### src/rtl/core/whitespace_collapse_utf16_encoder_top_macros.svh
// Assertion helpers shared by the RTL.
`ifndef WHITESPACE_COLLAPSE_UTF16_ENCODER_TOP_MACROS_SVH
`define WHITESPACE_COLLAPSE_UTF16_ENCODER_TOP_MACROS_SVH

// Same-cycle implication, checked out of reset.
`define WSC_ASSERT_SAME(lbl, clk, rst_n, ante, cons) \
  lbl: assert property (@(posedge clk) disable iff (!rst_n) (ante) |-> (cons)) \
    else $error("same-cycle check failed");

// Next-cycle implication, checked out of reset.
`define WSC_ASSERT_NEXT(lbl, clk, rst_n, ante, cons) \
  lbl: assert property (@(posedge clk) disable iff (!rst_n) (ante) |=> (cons)) \
    else $error("next-cycle check failed");

`endif

### src/rtl/core/wsc_u16_pkg.sv
package wsc_u16_pkg;

  typedef enum logic [1:0] {
    OP_CODE_POINT  = 2'd0,
    OP_LINE_BREAK  = 2'd1,
    OP_FLUSH       = 2'd2,
    OP_BLOCK_START = 2'd3
  } op_e;

  localparam int unsigned MaxUnits = 3;

  localparam logic [15:0] UnitSpace = 16'h0020;
  localparam logic [15:0] UnitLf    = 16'h000A;
  localparam logic [20:0] CpSpace   = 21'h000020;
  localparam logic [20:0] CpTab     = 21'h000009;
  localparam logic [20:0] CpCr      = 21'h00000D;
  localparam logic [20:0] CpLf      = 21'h00000A;
  localparam logic [20:0] AstralBase = 21'h010000;
  localparam logic [15:0] SurrHiBase = 16'hD800;
  localparam logic [15:0] SurrLoBase = 16'hDC00;

  // Units produced by one accepted item, handed to the output buffer
  typedef struct packed {
    logic                          load;
    logic [1:0]                    count;
    logic [MaxUnits-1:0][15:0]     unit;
    logic [MaxUnits-1:0][31:0]     offset;
  } res_t;

endpackage

### src/rtl/core/wsc_u16_in_if.sv
interface wsc_u16_in_if;
  logic        valid;
  logic        ready;
  logic [1:0]  operation;
  logic [20:0] code_point;
  logic [31:0] char_offset;

  modport source (output valid, output operation, output code_point, output char_offset,
                  input ready);
  modport sink (input valid, input operation, input code_point, input char_offset,
                output ready);
endinterface

### src/rtl/core/wsc_u16_out_if.sv
interface wsc_u16_out_if;
  logic        valid;
  logic        ready;
  logic [15:0] utf16_unit;
  logic [31:0] source_offset;
  logic        last_of_run;

  modport source (output valid, output utf16_unit, output source_offset,
                  output last_of_run, input ready);
  modport sink (input valid, input utf16_unit, input source_offset,
                input last_of_run, output ready);
endinterface

### src/rtl/core/wsc_u16_cfg_if.sv
interface wsc_u16_cfg_if;
  logic valid;
  logic ready;
  logic preformatted_mode;

  modport source (output valid, output preformatted_mode, input ready);
  modport sink (input valid, input preformatted_mode, output ready);
endinterface

### src/rtl/core/wsc_u16_encoder.sv
module wsc_u16_encoder
  import wsc_u16_pkg::*;
(
  input  logic             clk_i,
  input  logic             rst_ni,
  wsc_u16_in_if.sink       in_i,
  wsc_u16_cfg_if.sink      cfg_i,
  input  logic             in_ready_i,
  output res_t             res_o
);

  logic        pre_mode_q;
  logic        pending_q, pending_d;
  logic [31:0] pending_pos_q, pending_pos_d;
  logic [15:0] last_unit_q, last_unit_d;
  logic        empty_q, empty_d;

  op_e         op;
  logic        in_fire;
  logic        is_ws;
  logic        collapse;
  logic        do_flush;
  logic        emit_space;
  logic        astral;
  logic [20:0] rest;
  logic [15:0] surr_hi;
  logic [15:0] surr_lo;
  logic [1:0]  k;
  logic [15:0] final_unit;

  assign cfg_i.ready = 1'b1;
  assign in_i.ready  = in_ready_i;
  assign in_fire     = in_i.valid && in_ready_i;

  assign op    = op_e'(in_i.operation);
  assign is_ws = (in_i.code_point == CpSpace) || (in_i.code_point == CpTab) ||
                 (in_i.code_point == CpCr) || (in_i.code_point == CpLf);
  assign collapse = (op == OP_CODE_POINT) && !pre_mode_q && is_ws;
  assign do_flush = (op != OP_BLOCK_START) && !collapse;
  assign emit_space = do_flush && pending_q && !empty_q &&
                      (last_unit_q != UnitSpace) && (last_unit_q != UnitLf);

  assign astral  = (in_i.code_point[20:16] != 5'd0);
  assign rest    = in_i.code_point - AstralBase;
  assign surr_hi = SurrHiBase + {5'd0, rest[20:10]};
  assign surr_lo = SurrLoBase + {6'd0, rest[9:0]};

  // Pack the units of this transaction in emission order
  always_comb begin
    res_o        = '0;
    k            = 2'd0;
    final_unit   = UnitSpace;
    res_o.offset = {MaxUnits{in_i.char_offset}};
    if (emit_space) begin
      res_o.unit[0]   = UnitSpace;
      res_o.offset[0] = pending_pos_q;
      k               = 2'd1;
    end
    unique case (op)
      OP_CODE_POINT: begin
        if (!collapse) begin
          if (astral) begin
            res_o.unit[k]        = surr_hi;
            res_o.unit[k + 2'd1] = surr_lo;
            final_unit           = surr_lo;
            k                    = k + 2'd2;
          end else begin
            res_o.unit[k] = in_i.code_point[15:0];
            final_unit    = in_i.code_point[15:0];
            k             = k + 2'd1;
          end
        end
      end
      OP_LINE_BREAK: begin
        res_o.unit[k] = UnitLf;
        final_unit    = UnitLf;
        k             = k + 2'd1;
      end
      OP_FLUSH, OP_BLOCK_START: begin
      end
      default: begin
      end
    endcase
    res_o.count = k;
    res_o.load  = in_fire && (k != 2'd0);
  end

  always_comb begin
    pending_d     = pending_q;
    pending_pos_d = pending_pos_q;
    last_unit_d   = last_unit_q;
    empty_d       = empty_q;
    if (op == OP_BLOCK_START) begin
      pending_d   = 1'b0;
      empty_d     = 1'b1;
      last_unit_d = 16'h0000;
    end else if (collapse) begin
      // keep the position of the first whitespace of the run
      if (!pending_q) begin
        pending_d     = 1'b1;
        pending_pos_d = in_i.char_offset;
      end
    end else begin
      pending_d = 1'b0;
      if (k != 2'd0) begin
        last_unit_d = final_unit;
        empty_d     = 1'b0;
      end
    end
  end

  always_ff @(posedge clk_i or negedge rst_ni) begin
    if (!rst_ni) begin
      pre_mode_q    <= 1'b0;
      pending_q     <= 1'b0;
      pending_pos_q <= 32'd0;
      last_unit_q   <= 16'd0;
      empty_q       <= 1'b1;
    end else begin
      if (cfg_i.valid) begin
        pre_mode_q <= cfg_i.preformatted_mode;
      end
      if (in_fire) begin
        pending_q     <= pending_d;
        pending_pos_q <= pending_pos_d;
        last_unit_q   <= last_unit_d;
        empty_q       <= empty_d;
      end
    end
  end

endmodule

### src/rtl/core/wsc_u16_outbuf.sv
module wsc_u16_outbuf
  import wsc_u16_pkg::*;
(
  input  logic             clk_i,
  input  logic             rst_ni,
  input  res_t             res_i,
  output logic             in_ready_o,
  wsc_u16_out_if.source    out_o
);

  logic [1:0]                n_q, n_d;
  logic [1:0]                rd_q, rd_d;
  logic [MaxUnits-1:0][15:0] unit_q;
  logic [MaxUnits-1:0][31:0] offset_q;
  logic                      last;
  logic                      out_fire;

  assign last     = (rd_q == (n_q - 2'd1));
  assign out_fire = out_o.valid && out_o.ready;

  assign out_o.valid         = (n_q != 2'd0);
  assign out_o.utf16_unit    = unit_q[rd_q];
  assign out_o.source_offset = offset_q[rd_q];
  assign out_o.last_of_run   = last;

  // Take a new transaction once the final unit held here leaves
  assign in_ready_o = (n_q == 2'd0) || (out_o.ready && last);

  always_comb begin
    n_d  = n_q;
    rd_d = rd_q;
    if (out_fire) begin
      if (last) begin
        n_d  = 2'd0;
        rd_d = 2'd0;
      end else begin
        rd_d = rd_q + 2'd1;
      end
    end
    if (res_i.load) begin
      n_d  = res_i.count;
      rd_d = 2'd0;
    end
  end

  always_ff @(posedge clk_i or negedge rst_ni) begin
    if (!rst_ni) begin
      n_q  <= 2'd0;
      rd_q <= 2'd0;
    end else begin
      n_q  <= n_d;
      rd_q <= rd_d;
    end
  end

  always_ff @(posedge clk_i) begin
    if (res_i.load) begin
      unit_q   <= res_i.unit;
      offset_q <= res_i.offset;
    end
  end

endmodule

### src/rtl/core/whitespace_collapse_utf16_encoder_top.sv
// Channel | Dir | Payload                                    | Transfer
// in_i    | in  | operation, code_point, char_offset         | valid && ready
// cfg_i   | in  | preformatted_mode                          | valid && ready
// out_o   | out | utf16_unit, source_offset, last_of_run     | valid && ready
//
// An item that yields no unit loads nothing; the units of an item leave the
// output register one unit per cycle while out_o.ready is high.
// The output register holds up to three units; the next item is taken in the
// cycle its last unit leaves. Reset is asynchronous, active low; it clears
// control state and the whitespace state. cfg_i is always ready.
`include "whitespace_collapse_utf16_encoder_top_macros.svh"

module whitespace_collapse_utf16_encoder_top
  import wsc_u16_pkg::*;
(
  input  logic          clk_i,
  input  logic          rst_ni,
  wsc_u16_in_if.sink    in_i,
  wsc_u16_cfg_if.sink   cfg_i,
  wsc_u16_out_if.source out_o
);

  res_t res;
  logic in_ready;

  wsc_u16_encoder u_encoder (
    .clk_i      (clk_i),
    .rst_ni     (rst_ni),
    .in_i       (in_i),
    .cfg_i      (cfg_i),
    .in_ready_i (in_ready),
    .res_o      (res)
  );

  wsc_u16_outbuf u_outbuf (
    .clk_i      (clk_i),
    .rst_ni     (rst_ni),
    .res_i      (res),
    .in_ready_o (in_ready),
    .out_o      (out_o)
  );

  `WSC_ASSERT_SAME(a_stall_blocks_input, clk_i, rst_ni, out_o.valid && !out_o.ready, !in_i.ready)
  `WSC_ASSERT_SAME(a_load_nonempty, clk_i, rst_ni, res.load, res.count != 2'd0)
  `WSC_ASSERT_NEXT(a_block_start_silent, clk_i, rst_ni, in_i.valid && in_i.ready && !out_o.valid && (in_i.operation == OP_BLOCK_START), !out_o.valid)

endmodule
### src/flat_wrapper.sv
// flat-port wrapper written by rule: the top's interface ports become plain ports
module whitespace_collapse_utf16_encoder_top_flat import wsc_u16_pkg::*;
  (clk_i, rst_ni, in_i_valid, in_i_operation, in_i_code_point, in_i_char_offset, in_i_ready, cfg_i_valid, cfg_i_preformatted_mode, cfg_i_ready, out_o_valid, out_o_utf16_unit, out_o_source_offset, out_o_last_of_run, out_o_ready);
  wsc_u16_in_if in_i_i ();
  wsc_u16_cfg_if cfg_i_i ();
  wsc_u16_out_if out_o_i ();
  input  logic clk_i;
  input  logic rst_ni;
  input wire logic [$bits(in_i_i.valid)-1:0] in_i_valid;
  input wire logic [$bits(in_i_i.operation)-1:0] in_i_operation;
  input wire logic [$bits(in_i_i.code_point)-1:0] in_i_code_point;
  input wire logic [$bits(in_i_i.char_offset)-1:0] in_i_char_offset;
  output wire logic [$bits(in_i_i.ready)-1:0] in_i_ready;
  input wire logic [$bits(cfg_i_i.valid)-1:0] cfg_i_valid;
  input wire logic [$bits(cfg_i_i.preformatted_mode)-1:0] cfg_i_preformatted_mode;
  output wire logic [$bits(cfg_i_i.ready)-1:0] cfg_i_ready;
  output wire logic [$bits(out_o_i.valid)-1:0] out_o_valid;
  output wire logic [$bits(out_o_i.utf16_unit)-1:0] out_o_utf16_unit;
  output wire logic [$bits(out_o_i.source_offset)-1:0] out_o_source_offset;
  output wire logic [$bits(out_o_i.last_of_run)-1:0] out_o_last_of_run;
  input wire logic [$bits(out_o_i.ready)-1:0] out_o_ready;
  assign in_i_i.valid = in_i_valid;
  assign in_i_i.operation = in_i_operation;
  assign in_i_i.code_point = in_i_code_point;
  assign in_i_i.char_offset = in_i_char_offset;
  assign in_i_ready = in_i_i.ready;
  assign cfg_i_i.valid = cfg_i_valid;
  assign cfg_i_i.preformatted_mode = cfg_i_preformatted_mode;
  assign cfg_i_ready = cfg_i_i.ready;
  assign out_o_valid = out_o_i.valid;
  assign out_o_utf16_unit = out_o_i.utf16_unit;
  assign out_o_source_offset = out_o_i.source_offset;
  assign out_o_last_of_run = out_o_i.last_of_run;
  assign out_o_i.ready = out_o_ready;
  whitespace_collapse_utf16_encoder_top u_core (.clk_i(clk_i), .rst_ni(rst_ni), .in_i(in_i_i), .cfg_i(cfg_i_i), .out_o(out_o_i));
endmodule
### config.mk
export PLATFORM = sky130hd
export DESIGN_NAME = whitespace_collapse_utf16_encoder_top_flat
export DESIGN_NICKNAME = d
export VERILOG_FILES = /design/src/rtl/core/wsc_u16_pkg.sv /design/src/rtl/core/wsc_u16_in_if.sv /design/src/rtl/core/wsc_u16_out_if.sv /design/src/rtl/core/wsc_u16_cfg_if.sv /design/src/rtl/core/wsc_u16_encoder.sv /design/src/rtl/core/wsc_u16_outbuf.sv /design/src/rtl/core/whitespace_collapse_utf16_encoder_top.sv /design/src/flat_wrapper.sv
export VERILOG_INCLUDE_DIRS = /design/src /design/src/rtl/core
export SDC_FILE = /design/constraint.sdc
export NUM_CORES = 1
export LEC_CHECK = 0
export ABC_AREA = 0
export BUFFER_PORTS_ARGS = -buffer_cell sky130_fd_sc_hd__buf_2
export CAP_MARGIN = 20
export CORE_MARGIN = 10
export CORE_UTILIZATION = 55
export CTS_CLUSTER_SIZE = 40
export DETAILED_ROUTE_END_ITERATION = 8
export GPL_TIMING_DRIVEN = 0
export PLACE_DENSITY = 0.84
export SLEW_MARGIN = 40
export SYNTH_ARGS = -nofsm -noshare
export SYNTH_HDL_FRONTEND = slang
export SYNTH_HIERARCHICAL = 1
export SYNTH_SLANG_ARGS = --single-unit
### constraint.sdc
create_clock -name clk_i -period 26.9 [get_ports clk_i]
set_input_delay 5.38 -clock clk_i [delete_from_list [all_inputs] [get_ports clk_i]]
set_output_delay 5.38 -clock clk_i [all_outputs]
set_load 0.005 [all_outputs]
# Word level (Yosys, flattened, before mapping)
# Cells that the tools add are included.
[op_classes]
magnitude_cmp = 5
muxes = 36
n_eq_ne = 11
n_bitwise = 5
reduce_logical = 31
n_addsub = 7
[ops]
columns = ["operator", "n"]
rows = [
  ["48-bit bitwise mux", 3],
  ["16-bit two-way mux", 7],
  ["48-bit two-way mux", 2],
  ["48-bit one-hot mux with 2 select lines", 1],
  ["32-bit binary-select mux with 2-bit select", 1],
  ["16-bit demux with 2-bit select", 2],
  ["32-bit two-way mux", 2],
  ["21-bit by 4-bit equality test with 1-bit output, second input constant", 3],
  ["14-bit by 42-bit AND with 42-bit output", 1],
  ["42-bit NOT", 1],
  ["16-bit binary-select mux with 2-bit select", 1],
  ["16-bit one-hot mux with 2 select lines", 1],
  ["21-bit by 6-bit equality test with 1-bit output, second input constant", 1],
  ["21-bit by 17-bit subtractor with 21-bit output, second input constant", 1],
  ["15-bit by 11-bit adder with 16-bit output, first input constant", 1],
  ["15-bit by 12-bit adder with 16-bit output, first input constant", 1],
  ["2-bit two-way mux", 8],
  ["16-bit by 4-bit != test with 1-bit output, second input constant", 1],
  ["16-bit by 6-bit != test with 1-bit output, second input constant", 1],
  ["1-bit logical AND", 13],
  ["2-bit nonzero test", 5],
  ["2-bit by 3-bit less-than comparator with 1-bit output, second input constant", 3],
  ["1-bit two-way mux", 6],
  ["6-bit two-way mux", 1],
  ["other kinds (19)", 28],
]
[word_totals]
inputBits = 61
out_inout_bits = 52
ff_bits = 167
wordCells = 107

# Depth between registers and ports, before layout
[depth]
word_depth = 21
mapped_depth = 16
mapped_depth_nobuf = 15

# Hierarchy
# Netlist, hierarchy kept.
[by_module_without_submodules]
columns = ["module", "area_per_inst_um2", "instances", "seq_area_each_um2", "cells_each"]
rows = [
  ["wsc_u16_outbuf", 5616.6, 1, 4424.2, 331],
  ["wsc_u16_encoder", 3779.9, 1, 1277.5, 403],
]

# Least setup slack after synthesis
# No wires, ideal clock.
[synth_path]
path_kind = "input to register"
start = "input port in_i_code_point[16]"
end = "register u_core.u_outbuf.n_q[0]"
slack_ps = 12405
stages = 15
required_time_ps = 26799
path_buffers = 1
t_arrival_ps = 14394
setup_time_ps = 101
cell_sequence = "inv_1 -> ha_1 -> nand3b_1 -> inv_2 -> nand2b_1 -> nor4_1 -> nor2_1 -> clkbuf_1 -> ha_1 -> nand2_1 -> a21oi_1 -> mux2_2 -> nor2_1 -> mux2i_1 -> a21oi_1"
[synth_lines]
columns = ["element", "line", "source"]
rows = [
  ["start: declaration", "flat_wrapper.sv:11", "input wire logic [$bits(in_i_i.code_point)-1:0] in_i_code_point;"],
  ["end signal: assignment", "wsc_u16_outbuf.sv:51", "n_q <= n_d;"],
  ["end: declaration", "wsc_u16_outbuf.sv:11", "logic [1:0] n_q, n_d;"],
]

# Worst setup path after layout
[layout_path]
start = "input port out_o_ready"
end = "output port in_i_ready"
[layout_via]
elab_chain_len = 2
[layout_rtl]
columns = ["element", "line", "source"]
rows = [
  ["start: declaration", "flat_wrapper.sv:21", "input wire logic [$bits(out_o_i.ready)-1:0] out_o_ready;"],
  ["1-bit logical AND", "wsc_u16_outbuf.sv:27", "assign in_ready_o = (n_q == 2'd0) || (out_o.ready && last);"],
  ["1-bit logical OR", "wsc_u16_outbuf.sv:27", ""],
  ["end: declaration", "flat_wrapper.sv:13", "output wire logic [$bits(in_i_i.ready)-1:0] in_i_ready;"],
]
# Every way passes these cells.

==> reports/qor.yml <==
status:
  outcome: "completed"
timing:
  fmax_mhz: 88.2
  setup_ws_ps: 15560
  setup_viol: 0
  fin_skew_ps: 14.6
  period_needed_ps: 11340
  setup_tns_ps: 0
  hold_viol_final: 0
  finalCritPeriodShare_pct: 42.1
  slew_headroom_pct: 60.7
  tightestPinTransition_ps: 588
  slew_viol_final: 0
  rsz0062_at_grt: "no"
grt:
  grt_pass1_vias: 6201
  grt_max_degree: 56
  grt-ovfl-total: 0
  grt_usage_pct: 18.2
  antenna_found_initial: 2
  grt_pass1_wl_microns: 32100
clock_network:
  cts_root_buf: "clkbuf_16"
  clk_latency_ps: 440
  postCtsSetupBuffers: 0
  clkSinkCount: 199
  ctsHoldBuffers: 0
  clock_path_buffers: 2
  cts_buffers: 17
  cts_tree: "yes"
  path_clk_slew_ps: 60
  ctsResizeCount: 0
  ctsHtreeMaxLevel: 4
worst_setup_path:
  path_class: "in -> out"
  cp-end-kind: "output port"
  cp_max_fo: 3
  critical_path_arrival_ps: 5960
  rrSetupSlack_ps: 22520
  startpoint_type: "input port"
  ff2ff_path_depth: 14
  required_ps: 21520
  r2r-end: "u_core/u_outbuf/offset_q[66]$_DFFE_PP_"
  r2r_start: "u_core/u_encoder/pre_mode_q$_DFFE_PN0P_"
  cp-startpoint: "out_o_ready"
yosys:
  synth_ff_type: "edfxtp_1"
  async_flop_share_pct: 27.6
  ys_warn_count: 6
  syn_inst: 734
  syn_avg_cell_area_sq_um: 12.8
  synth_top_family_by_area: "multiplexers"
  synth_nets: 800
  synth_area_sq_um: 9400
  synth_compound_area_share_pct: 6.50
  ys_types: 47
  synth_mux_area_share_pct: 14.4
  synth_xor_area_share_pct: 0.652
  netlist.area_leader.share_pct: 46.0
  synthAdderAreaFrac_pct: 0.666
  synth-seq-area-share_pct: 60.7
  synth-simple-area-share_pct: 8.31
  synth-seq-cells: 199
  synth_edf_count: 144
  yosysTopAreaCell: "edfxtp_1"
  synthTopCellsByArea: "edfxtp_1, dfrtp_1, mux2_2, mux2i_1, buf_4"
drt:
  ant_nets: 0
  top_layer: "met4"
  route.met2.wl_microns: 10400
  drt_iter0_markers: 382
  via_per_inst: 5.38
  route.met3.wl_microns: 1030
  drt_pass1_iterations: 5
  wirelength_microns: 20300
  drc: 0
  routedWlPerCell_microns: 18.4
  via_count: 5954
  wl_met1_microns: 8420
place:
  dp_hpwl_microns: 14500
  post-place-ws_ps: 15560
  gp_congestion: 0.941
  placement.io_buffers: 111
layout:
  final_common_cell: "edfxtp_1"
  areaGrowthSynthToFinish_pct: 17.7
  fillers: 1217
  layout-drive-gt1-share_pct: 36.7
  most-common-layout-cells: "edfxtp_1, buf_2, nand2_1, buf_4, mux2_2"
  final_core_util_pct: 66.4
  nets: 938
floorplan:
  pin_count: 113
  die_h_microns: 151
  coreArea_sq_um: 16600
  die_area_sq_um: 22700
  fp-row-count: 47
  fp.dieW_microns: 151
  start_util_pct: 56.5
min_path:
  whs_path_depth: 1
  hold_end: "u_core/u_encoder/last_unit_q[9]$_DFFE_PN0P_"
  hold_path.startpoint: "u_core/u_encoder/last_unit_q[9]$_DFFE_PN0P_"
  worstHoldPathType: "reg -> reg"
pwr:
  leakage_nw: 4.62
  ir_drop_v: 0.0000564
  power_density_nw_per_um2: 84.6
job:
  cap_viol_max_count: 0
## flip-flops by register name, indices dropped and copies added, names as in the netlist
signal,cells
u_core/u_outbuf/n_q,2
u_core/u_encoder/pending_pos_q,32
u_core/u_outbuf/rd_q,2
u_core/u_encoder/pre_mode_q,1
u_core/u_outbuf/offset_q,96
u_core/u_encoder/last_unit_q,16
u_core/u_encoder/empty_q,1
u_core/u_encoder/pending_q,1
u_core/u_outbuf/unit_q,48
## how the worst max path moves through the flow
stage	end	slack, ps	cells past startpoint
2_1_floorplan	u_core/u_outbuf/n_q[0]$_DFFE_PN0P_	12410	15
3_3_place_gp	u_core/u_outbuf/n_q[0]$_DFFE_PN0P_	9360	13
3_5_place_dp	in_i_ready	15560	4
4_1_cts	in_i_ready	15560	4
5_1_grt	in_i_ready	15530	4
6_report	in_i_ready	15560	4
## worst max-delay path, stage by stage
cell and delay [ps]:
buf_2 110, a21o_1 200, buf_4 150, buf_2 120
## metal layers
metal	up-vias	track usage, %
met3	36	4.35
met5	-	0
li1	2867	-
met2	173	31.5
met4	0	7.07
met1	2878	21.6
## kinds of logic after synthesis
logic type / count (synthesis)
AOI/OAI and AO/OA: 107
other: 2
xor gates and xnor gates: 7
muxes: 126
adders and majority gates: 5
buffers and inverters: 120
and+or+nand+nor: 168
DFF: 199
## area by class of cell
| type | count | area (sq um) | area share, % |
|---|---|---|---|
| clock inverters | 13 | 161 | 1.46 |
| multi-input cells | 415 | 2910 | 26.3 |
| flip-flops and latches | 199 | 5700 | 51.6 |
| plain buffers | 106 | 769 | 6.96 |
| clock buffers | 19 | 443 | 4.01 |
| diodes | 1 | 2.50 | 0.0226 |
| repair buffers | 119 | 746 | 6.74 |
| well taps | 220 | 275 | 2.49 |
| inverters | 14 | 52.6 | 0.475 |
## metrics by stage
| stage | hold WS (ps) | power [W] | instances | instance area [sq um] |
|---|---|---|---|---|
| 2_1_floorplan | 458 | 0.000574 | 734 | 9400 |
| 3_3_place_gp | 477 | 0.000679 | 1065 | 10200 |
| 3_5_place_dp | 483 | 0.000689 | 1072 | 10400 |
| 4_1_cts | 499 | 0.000944 | 1104 | 11000 |
| 5_1_grt | 525 | 0.000984 | 1106 | 11100 |
| 6_report | 496 | 0.000936 | 1106 | 11100 |
## power breakdown
part	switching [W]	internal, W
combinational	0.000162	0.000125
sequential	0.0000149	0.000380
clock	0.000119	0.000135
total	0.000296	0.000640
## cells in the mapped netlist, drive strengths merged, types with 2 or more instances
library cell and instances:
a211oi 4, a21o 5, a21oi 24, a22o 4, a22oi 5, a32oi 2
and2 9, buf 92, clkbuf 14, conb 2, dfrtp 54, edfxtp 144
ha 5, inv 14, mux2 71, mux2i 55, nand2 78, nand2b 3
nand3 4, nand3b 3, nor2 39, nor3 12, nor4 7, nor4b 2
o21ai 56, o22ai 3, or3 3, or4 3, xnor2 5, xor2 2
(Power assumes the default switching activity.)
